`config.mk`:
```
export PLATFORM = sky130hd
export DESIGN_NAME = can_bit_timing_search
export DESIGN_NICKNAME = d
export VERILOG_FILES = /design/src/design/can_bts_pkg.sv /design/src/design/can_bit_timing_search.sv
export SDC_FILE = /design/constraint.sdc
export NUM_CORES = 1
export LEC_CHECK = 0
export BUFFER_PORTS_ARGS = -buffer_cell sky130_fd_sc_hd__buf_2
export CAP_MARGIN = 20
export CORE_UTILIZATION = 55
export DETAILED_ROUTE_END_ITERATION = 16
export PLACE_DENSITY = 0.82
export REMOVE_ABC_BUFFERS = 1
export SYNTH_ARGS = -nofsm -noshare
export SYNTH_HDL_FRONTEND = slang
export SYNTH_SLANG_ARGS = --single-unit
```
`constraint.sdc`:
```
create_clock -name clk_i -period 8.45 [get_ports clk_i]
set_clock_uncertainty 0.15 [all_clocks]
set_input_delay 1.2675 -clock clk_i [delete_from_list [all_inputs] [get_ports clk_i]]
set_output_delay 1.2675 -clock clk_i [all_outputs]
set_load 0.01 [all_outputs]
```
`src/design/can_bts_pkg.sv`:
```
`timescale 1ns / 1ps
`default_nettype none
// ----------------------------------------------------------------------------
// CAN bit timing search - shared definitions
// Field widths, reset value of the clock register and quanta limits.
// ----------------------------------------------------------------------------
package can_bts_pkg;

  // Port field widths
  localparam int unsigned CLK_W   = 32;
  localparam int unsigned RATE_W  = 32;
  localparam int unsigned PRESC_W = 11;
  localparam int unsigned SEG1_W  = 9;
  localparam int unsigned SEG2_W  = 8;
  localparam int unsigned SJW_W   = 3;

  // Clock register value after reset (80 MHz)
  localparam logic [CLK_W-1:0] CLOCK_HZ_RST = CLK_W'(80000000);

  // Quanta per bit must lie in 3..385; with seg1 = 3/4 of (quanta - 1)
  // capped at 256 and seg2 capped at 128, the usable top is 343.
  localparam logic [CLK_W-1:0] QUANTA_MIN = CLK_W'(3);
  localparam logic [CLK_W-1:0] QUANTA_LIM = CLK_W'(343);

  // Bits of the quanta count once it is known to be in range
  localparam int unsigned QNT_W = 9;

  // Synchronization jump width ceiling
  localparam logic [SJW_W-1:0] SJW_MAX = SJW_W'(4);

endpackage : can_bts_pkg
`default_nettype wire

```
`src/design/can_bit_timing_search.sv`:
```
`timescale 1ns / 1ps
`default_nettype none
// ----------------------------------------------------------------------------
// CAN bit timing search
// Finds the first prescaler whose bit timing hits the requested rate exactly.
// ----------------------------------------------------------------------------
//  Channel   Direction  Handshake                 Fields
//  command   in         start_i & !busy_o         bitrate_i
//  result    out        done_o (one-cycle strobe) found_o, prescaler_o,
//                                                 phase_seg1_o, phase_seg2_o,
//                                                 jump_width_o
//  config    in         clock_hz_we_i             clock_hz_i
//
//  Zero bitrate: result strobe in the cycle after the transfer.
//  Otherwise each prescaler candidate runs a restoring divider over the
//  32 dividend bits, one bit per cycle, then one evaluation state; the
//  search stops once the quotient drops below 3, at the last prescaler
//  or on the first exact match.
//  Reset (rst_ni low, async) returns to idle and loads 80 MHz into clock_hz.
//  The result cannot be stalled; busy_o is low in the strobe cycle, so a new
//  command may transfer at that same edge.
// ----------------------------------------------------------------------------
module can_bit_timing_search #(
  parameter int unsigned MAX_PRESCALER = 1024
) (
  input  logic                             clk_i,
  input  logic                             rst_ni,
  // configuration
  input  logic                             clock_hz_we_i,
  input  logic [can_bts_pkg::CLK_W-1:0]    clock_hz_i,
  // command
  input  logic                             start_i,
  output logic                             busy_o,
  input  logic [can_bts_pkg::RATE_W-1:0]   bitrate_i,
  // result
  output logic                             done_o,
  output logic                             found_o,
  output logic [can_bts_pkg::PRESC_W-1:0]  prescaler_o,
  output logic [can_bts_pkg::SEG1_W-1:0]   phase_seg1_o,
  output logic [can_bts_pkg::SEG2_W-1:0]   phase_seg2_o,
  output logic [can_bts_pkg::SJW_W-1:0]    jump_width_o
);
  import can_bts_pkg::*;

  // Prescaler counter width and divisor / remainder width
  localparam int unsigned PW  = $clog2(MAX_PRESCALER + 1);
  localparam int unsigned DW  = RATE_W + PW;
  localparam int unsigned CW  = $clog2(CLK_W);
  localparam int unsigned MW  = PW + QNT_W;

  typedef enum logic [1:0] {
    S_IDLE,
    S_DIV,
    S_EVAL
  } state_e;

  state_e              state_q;
  logic [CLK_W-1:0]    clock_hz_q;
  logic [RATE_W-1:0]   rate_q;
  logic [PW-1:0]       presc_q;
  logic [DW-1:0]       div_q;    // rate * prescaler
  logic [DW-1:0]       rem_q;
  logic [DW-1:0]       rem_d;
  logic [CLK_W-1:0]    dvd_q;    // dividend, shifted out MSB first
  logic [CLK_W-1:0]    quo_q;
  logic [CW-1:0]       cnt_q;
  logic                busy_q;
  logic                done_q;
  logic                found_q;
  logic [PRESC_W-1:0]  presc_out_q;
  logic [SEG1_W-1:0]   seg1_q;
  logic [SEG2_W-1:0]   seg2_q;
  logic [SJW_W-1:0]    sjw_q;

  // Restoring divider step: bring in one dividend bit, subtract if it fits
  logic [DW:0] rem_sh;
  logic [DW:0] rem_sub;
  logic        q_bit;

  always_comb begin
    rem_sh  = {rem_q, dvd_q[CLK_W-1]};
    rem_sub = rem_sh - {1'b0, div_q};
    q_bit   = (rem_sh >= {1'b0, div_q});
    rem_d   = q_bit ? rem_sub[DW-1:0] : rem_sh[DW-1:0];
  end

  // Candidate check: quanta in range and clock / (p * quanta) == rate,
  // which holds exactly when the remainder is below p * quanta
  logic               q_ok;
  logic               q_low;
  logic [QNT_W-1:0]   quanta;
  logic [MW-1:0]      pq_prod;
  logic               exact;
  logic               last_p;
  logic [QNT_W-1:0]   rest;
  logic [QNT_W+1:0]   rest3;
  logic [SEG1_W-1:0]  seg1;
  logic [QNT_W-1:0]   seg2_w;
  logic [SEG2_W-1:0]  seg2;
  logic [SJW_W-1:0]   sjw;

  always_comb begin
    q_low   = (quo_q < QUANTA_MIN);
    q_ok    = !q_low && (quo_q <= QUANTA_LIM);
    quanta  = quo_q[QNT_W-1:0];
    pq_prod = MW'(presc_q) * MW'(quanta);
    exact   = (rem_q < {{(DW-MW){1'b0}}, pq_prod});
    last_p  = (presc_q == PW'(MAX_PRESCALER));
    rest    = quanta - QNT_W'(1);
    rest3   = {1'b0, rest, 1'b0} + {2'b00, rest};
    seg1    = rest3[QNT_W+1:2];
    seg2_w  = rest - seg1;
    seg2    = seg2_w[SEG2_W-1:0];
    sjw     = (seg2 < SEG2_W'(SJW_MAX)) ? seg2[SJW_W-1:0] : SJW_MAX;
  end

  // Sequencer, datapath and result registers
  always_ff @(posedge clk_i or negedge rst_ni) begin
    if (!rst_ni) begin
      state_q     <= S_IDLE;
      clock_hz_q  <= CLOCK_HZ_RST;
      busy_q      <= 1'b0;
      done_q      <= 1'b0;
      found_q     <= 1'b0;
      presc_out_q <= '0;
      seg1_q      <= '0;
      seg2_q      <= '0;
      sjw_q       <= '0;
      rate_q      <= '0;
      presc_q     <= '0;
      div_q       <= '0;
      rem_q       <= '0;
      dvd_q       <= '0;
      quo_q       <= '0;
      cnt_q       <= '0;
    end else begin
      done_q <= 1'b0;
      if (clock_hz_we_i) begin
        clock_hz_q <= clock_hz_i;
      end
      unique case (state_q)
        S_IDLE: begin
          if (start_i) begin
            if (bitrate_i == '0) begin
              // invalid rate: report not found right away
              done_q      <= 1'b1;
              found_q     <= 1'b0;
              presc_out_q <= '0;
              seg1_q      <= '0;
              seg2_q      <= '0;
              sjw_q       <= '0;
            end else begin
              busy_q  <= 1'b1;
              rate_q  <= bitrate_i;
              presc_q <= PW'(1);
              div_q   <= DW'(bitrate_i);
              rem_q   <= '0;
              dvd_q   <= clock_hz_q;
              cnt_q   <= CW'(CLK_W - 1);
              state_q <= S_DIV;
            end
          end
        end
        S_DIV: begin
          rem_q <= rem_d;
          dvd_q <= {dvd_q[CLK_W-2:0], 1'b0};
          quo_q <= {quo_q[CLK_W-2:0], q_bit};
          cnt_q <= cnt_q - CW'(1);
          if (cnt_q == '0) begin
            state_q <= S_EVAL;
          end
        end
        S_EVAL: begin
          priority if (q_ok && exact) begin
            done_q      <= 1'b1;
            busy_q      <= 1'b0;
            found_q     <= 1'b1;
            presc_out_q <= PRESC_W'(presc_q);
            seg1_q      <= seg1;
            seg2_q      <= seg2;
            sjw_q       <= sjw;
            state_q     <= S_IDLE;
          end else if (q_low || last_p) begin
            // quotient too small (it only shrinks with larger prescalers) or last prescaler tried: give up
            done_q      <= 1'b1;
            busy_q      <= 1'b0;
            found_q     <= 1'b0;
            presc_out_q <= '0;
            seg1_q      <= '0;
            seg2_q      <= '0;
            sjw_q       <= '0;
            state_q     <= S_IDLE;
          end else begin
            presc_q <= presc_q + PW'(1);
            div_q   <= div_q + DW'(rate_q);
            rem_q   <= '0;
            dvd_q   <= clock_hz_q;
            cnt_q   <= CW'(CLK_W - 1);
            state_q <= S_DIV;
          end
        end
        default: begin
          state_q <= S_IDLE;
        end
      endcase
    end
  end

  assign busy_o       = busy_q;
  assign done_o       = done_q;
  assign found_o      = found_q;
  assign prescaler_o  = presc_out_q;
  assign phase_seg1_o = seg1_q;
  assign phase_seg2_o = seg2_q;
  assign jump_width_o = sjw_q;

endmodule : can_bit_timing_search
`default_nettype wire

```
==> results of run 1 <==
## logic make-up after synthesis
kind of cell / share of synthesized area [%]
AND/OR/NAND/NOR: 17.2
AO/OA/AOI/OAI: 16.7
buffers and inverters: 5.60
flip-flops: 34.5
adder cells (fa/ha/maj): 17.1
XOR/XNOR: 4.90
multiplexers: 3.94
## metal layers
| metal | vias to the layer above | share of wire [%] | track usage (%) |
|---|---|---|---|
| met5 | - | 0 | 0 |
| met4 | 0 | 3.5 | 8.93 |
| met3 | 120 | 5.2 | 3.58 |
| met2 | 452 | 48 | 46.3 |
| met1 | 7761 | 43 | 36.0 |
| li1 | 7605 | - | - |
## final timing paths
check,start,end,slack [ps],depth (start not counted)
max,quo_q[5],div_q[39],490,29
min,phase_seg1_o[7],phase_seg1_o[7],320,2
max reg2reg,quo_q[5],div_q[39],490,29
min reg2reg,phase_seg1_o[7],phase_seg1_o[7],320,2
max in group asynchronous,rst_ni,cnt_q[3],6140,2
min in group asynchronous,rst_ni,rate_q[20],540,1
## worst max-delay path, delay by kind of cell (launching register included)
kind,cells,cell delay (ps)
AND/OR/NAND/NOR,6,1310
flip-flops,1,610
XOR/XNOR,1,90
buffers and inverters,2,100
AO/OA/AOI/OAI,14,3170
adder cells (fa/ha/maj),6,2450
## through the flow
step,hold slack [ps],std cells
floorplan,297,2088
global placement,301,2665
detailed placement,313,2665
CTS,327,2718
global route,350,2718
finish,320,2718
## registers in the layout, summed over array words and instances, names as in the netlist
signal,count
presc_q,11
rem_q,43
found_o,1
state_q,2
phase_seg1_o,9
prescaler_o,11
jump_width_o,3
dvd_q,32
div_q,43
busy_o,1
cnt_q,5
quo_q,32
clock_hz_q,32
done_o,1
rate_q,32
phase_seg2_o,8
## area by class of cell
type | instances | share of cell area [%]
inverter | 181 | 3.21
tap | 455 | 2.69
timing repair buffer | 122 | 3.29
sequential | 266 | 31.5
clock buffer | 44 | 4.12
multi-input combinational | 1641 | 54.7
clock inverter | 9 | 0.472
## power by group
part	internal, mW	total (mW)	switching (mW)
registers	1.41	1.54	0.128
clock network	0.745	1.30	0.553
logic	0.876	2.10	1.22
total	3.03	4.93	1.90
## synth_stat cells (8+ instances only)
cell type	count	area [um^2]
o21ai_0	141	706
xnor2_1	60	526
nor4_1	22	138
dfstp_2	8	210
nor2b_1	17	106
nor2_1	96	360
ha_1	156	1950
inv_1	181	679
mux2_2	32	360
clkbuf_1	77	289
nand2b_1	10	62.6
nand4_1	22	138
or3_1	16	100
o21a_1	10	75.1
a22oi_1	10	75.1
buf_2	15	75.1
a31oi_1	17	106
a211oi_1	19	143
fa_1	68	1360
and3_1	11	68.8
o31ai_1	19	143
o21bai_1	17	128
a22o_1	20	175
xor2_1	48	420
dfrtp_1	258	6460
a21oi_1	139	696
nor3_1	25	125
mux2i_1	40	400
and2_1	59	369
buf_1	8	30.0
a21o_1	45	338
a221o_1	10	100
nand2_1	401	1510
nand3_1	26	130
o211ai_1	12	90.1
==> summary.txt, run 1 <==
RePlAce Congestion - 0.913
Critical path's largest stage delay - 610 ps
Final #Nets - 2534
Gate Count Post-Synth - 2189
PwrDens - 233 nW/um^2
Max-slew violation count - 0
Max-Cap Viols - 0
DP Worst Slack - 526 ps
Die H - 189 um
Crit start category - flop
TritonCTS Buffers - 30
Vias - 15938
CORE AREA - 34500 um^2
DIE AREA - 35900 um^2
Post-route setup TNS - 0 ps
CTS max path bufs - 3
Routed wire length per instance - 17.6 um
Mapped cell area - 19300 um^2
Routed Antenna Nets - 0
Static leakage - 10.2 nW
Clock transition at path regs - 60 ps
Mean Syn Cell Area - 8.83 um^2
Critical path fanouts, max - 18
Synthesis-to-finish area growth - 9.70%
Most frequent cells in the layout - nand2_1, dfrtp_1, inv_1
# hold bufs at CTS - 0
CTS sink count - 266
DP Area - 20200 um^2
Initial DRT Pass Iterations - 7
CP max stage cell - dfrtp_1
Largest net degree at the start of global routing - 182
Power Total - 4.93 mW
Fill cells - 2982
Sequential area share after synthesis - 34.5%
Detailed placement HPWL - 34500 um
Final hold violation count - 0
Primary FF master, synth - dfrtp_1
Rows - 68
Total number of yosys warnings - 0
Setup bufs post-CTS - 0
Vias in the first global route - 16072
1st-iter DRT viols - 1302
Yosys reg bits - 266
Die width - 189 um
Clock tree root driver cell - clkbuf_16
Slew headroom - 31.1%
Commonest non-fill, non-tap cell in the layout - nand2_1
Crit Path Category - reg -> reg
RSZ-0062 raised after global routing - no
Register area - 6670 um^2
Distinct cells, synth - 76
Max Clk Rate - 126 MHz
Post-route design area - 21200 um^2
DRC - 0
Post-synth EDFFs - 0
First-pass GRT wire length - 80000 um
GRT Overall Usage - 27.3%
Status - finished clean
CP endpoint kind - flop
Top-Level Pins - 102
Required @ worst endpoint - 8820 ps
H-tree depth - 1
Drt total wl - 47800 um
Layout cell share with drive strength beyond 1 - 10.3%
Post-CTS Resized - 0
PortBufs - 101
Vias per cell - 5.86
Asr flop ratio synth - 100%
Initial antenna violation count - 1
VDD IR-drop max - 442 uV
Critical Path AT - 8320 ps
TritonCTS clock tree - built
Multi-input logic area - 11600 um^2
Gr ovfl total - 0
HP Class - reg -> reg
Diodes inserted - 0
Starting Density - 55.9%
Finished Core Util - 61.4%
Worst-Skew Late Latency - 600 ps
Final min period - 7960 ps
Final setup viols - 0
Worst-Margin Slew - 1030 ps
Final Cycle Share - 94.2%
PnR worst setup slack - 494 ps
No activity file was read; power rests on OpenSTA's default activity.
==> run 2, diff against run 1 <==
Settings changed: BUFFER_PORTS_ARGS -buffer_cell sky130_fd_sc_hd__buf_2 to not set, DONT_BUFFER_PORTS set to 1, PLACE_DENSITY 0.82 to 0.79.
==> summary.txt, run 2 (same netlist as run 1, synthesis figures left out) <==
Worst R2R Start - presc_q[1]
Commonest non-fill, non-tap cell in the layout - nand2_1
DRC - 0 (unchanged)
PortBufs - 0 (-100%)
Final #Nets - 2436 (-3.9%)
Post-route setup TNS - 0 ps (unchanged)
VDD IR-drop max - 487 uV (+10%)
GRT Overall Usage - 26.4% (-0.93 points)
Final hold violation count - 0 (unchanged)
Vias per cell - 5.96 (+1.7%)
Final Cycle Share - 92.6% (-1.6 points)
WP buf/inv - 4 (+2)
Die width - 189 um (unchanged)
FF-to-FF End - div_q[35]
Largest regs - div_q x43, rem_q x43
Clock transition at path regs - 60 ps (about the same)
Drt total wl - 46300 um (-3.1%)
TritonCTS clock tree - built
PwrDens - 243 nW/um^2 (+4.3%)
R2r worst-path depth - 29 (unchanged)
Critical Path AT - 8190 ps (-130 ps)
Die H - 189 um (unchanged)
Top-Level Pins - 102 (unchanged)
Largest net degree at the start of global routing - 267 (+47%)
Critical path fanouts, max - 14 (-4)
Starting Density - 55.9% (unchanged)
Initial antenna violation count - 2 (+1)
Most Crowded Layer GR - met2
Slew headroom - 40.3% (+9.2 points)
H-tree depth - 1 (unchanged)
Detailed placement HPWL - 33300 um (-3.6%)
Diodes inserted - 0 (unchanged)
Clock tree root driver cell - clkbuf_16
Setup bufs post-CTS - 0 (unchanged)
Max Clk Rate - 128 MHz (+1.7%)
GR Util met2 - 43.6% (-2.7 points)
Gr ovfl total - 0 (unchanged)
RSZ-0062 raised after global routing - no
TritonCTS Buffers - 31 (+3.3%)
M3 GR Usage - 5.26% (+1.7 points)
Static leakage - 9.87 nW (-3.2%)
1st-iter DRT viols - 1046 (-20%)
CP max stage cell - dfrtp_1
Int Power - 3.19 mW (+5.1%)
CTS sink count - 266 (unchanged)
Rows - 68 (unchanged)
Routed Antenna Nets - 0 (unchanged)
Crit start category - flop
Max-Cap Viols - 0 (unchanged)
Critical path's largest stage delay - 630 ps (+20 ps)
Final setup viols - 0 (unchanged)
Worst-Margin Slew - 895 ps (-137 ps)
DIE AREA - 35900 um^2 (unchanged)
Switching part of the total - 37.0% (-1.5 points)
Max-slew violation count - 0 (unchanged)
Worst-Skew Late Latency - 600 ps (about the same)
CORE AREA - 34500 um^2 (unchanged)
Power share of the clock group - 29.5% (+3.2 points)
Final min period - 7820 ps (-134 ps)
Hold WS - 218 ps (-103 ps)
First-pass GRT wire length - 77200 um (-3.6%)
Status - finished clean
Sequential share of power - 30.3% (-0.9 points)
Met1 Usage GRT - 33.5% (-2.5 points)
Routed wire length per instance - 17.7 um (+0.36%)
Vias - 15651 (-1.8%)
RePlAce Congestion - 0.919 (+0.70%)
Switching power - 1.87 mW (-1.4%)
Combinational Power Share - 40.2% (-2.3 points)
R2R setup slack - 630 ps (+130 ps)
Synthesis-to-finish area growth - 7.93%
Fill cells - 2951 (-1.0%)
Required @ worst endpoint - 8810 ps (about the same)
Crit Path Category - reg -> reg
Layout cell share with drive strength beyond 1 - 6.64% (-3.7 points)
CP endpoint kind - flop
Most frequent cells in the layout - nand2_1, dfrtp_1, inv_1
HP Class - in -> async
Vias in the first global route - 15672 (-2.5%)
CTS max path bufs - 3 (unchanged)
Finished Core Util - 60.4% (-0.99 points)
CP delay by family, top - compound AO/OA/AOI/OAI gates
Initial DRT Pass Iterations - 8 (+1)
[run 2: layout make-up]
type	count	area (um^2)	area share, %
tap	455	569	2.73
timing repair buffer	23	185	0.888
clock buffer	40	870	4.17
sequential	266	6670	32.0
clock inverter	18	274	1.31
inverter	181	679	3.26
multi-input combinational	1641	11600	55.6
[run 2: worst register-to-register path: cells and delay by family, from the launching register on]
kind / cells / cell delay (ps)
AND/OR/NAND/NOR: 5 / 990
flip-flops: 1 / 630
buffers and inverters: 4 / 250
AO/OA/AOI/OAI: 13 / 2830
XOR/XNOR: 1 / 110
adder cells (fa/ha/maj): 6 / 2770
[run 2: routing by layer]
| layer | wire length (um) | vias to the layer above | part of all wire [%] |
|---|---|---|---|
| met3 | 3020 | 137 | 6.5 |
| met1 | 19500 | 7585 | 42 |
| met5 | 10 | - | 0.022 |
| met2 | 21800 | 497 | 47 |
| met4 | 2020 | 2 | 4.4 |
| li1 | - | 7430 | - |
[run 2: per-stage QoR]
| stage | cells | instance area [um^2] | power (mW) | setup WS, ps |
|---|---|---|---|---|
| after floorplan | 2088 | 18900 | 3.10 | 212 |
| after global placement | 2566 | 19700 | 3.48 | 906 |
| after detailed placement | 2566 | 19700 | 3.56 | 615 |
| after CTS | 2624 | 20800 | 5.07 | 593 |
| after global routing | 2624 | 20900 | 5.38 | 14.8 |
| final | 2624 | 20900 | 5.06 | 628 |
[run 2: power by group through the flow]
stage / combinational [mW] / clock, mW / sequential (mW)
3_3_place_gp: 1.93 / 0 / 1.55
3_5_place_dp: 2.00 / 0 / 1.55
5_1_grt: 2.26 / 1.57 / 1.55
2_1_floorplan: 1.59 / 0 / 1.51
4_1_cts: 2.02 / 1.52 / 1.53
6_report: 2.03 / 1.49 / 1.54
[run 2: worst max path at each step]
stage                           from         to  depth (start not counted)
after floorplan           presc_q[4]  rem_q[31]                         29
after global placement    presc_q[4]  div_q[37]                         30
after detailed placement  presc_q[4]  div_q[37]                         30
after CTS                 presc_q[4]  div_q[37]                         30
after global routing        quo_q[0]  div_q[33]                         29
final                     presc_q[1]  div_q[35]                         29
[run 2: repair_timing]
action                     CTS  global route
hold buffers                 0             0
hold endpoints to repair     0             0
gates resized for setup      0             4
setup endpoints to repair    0            35
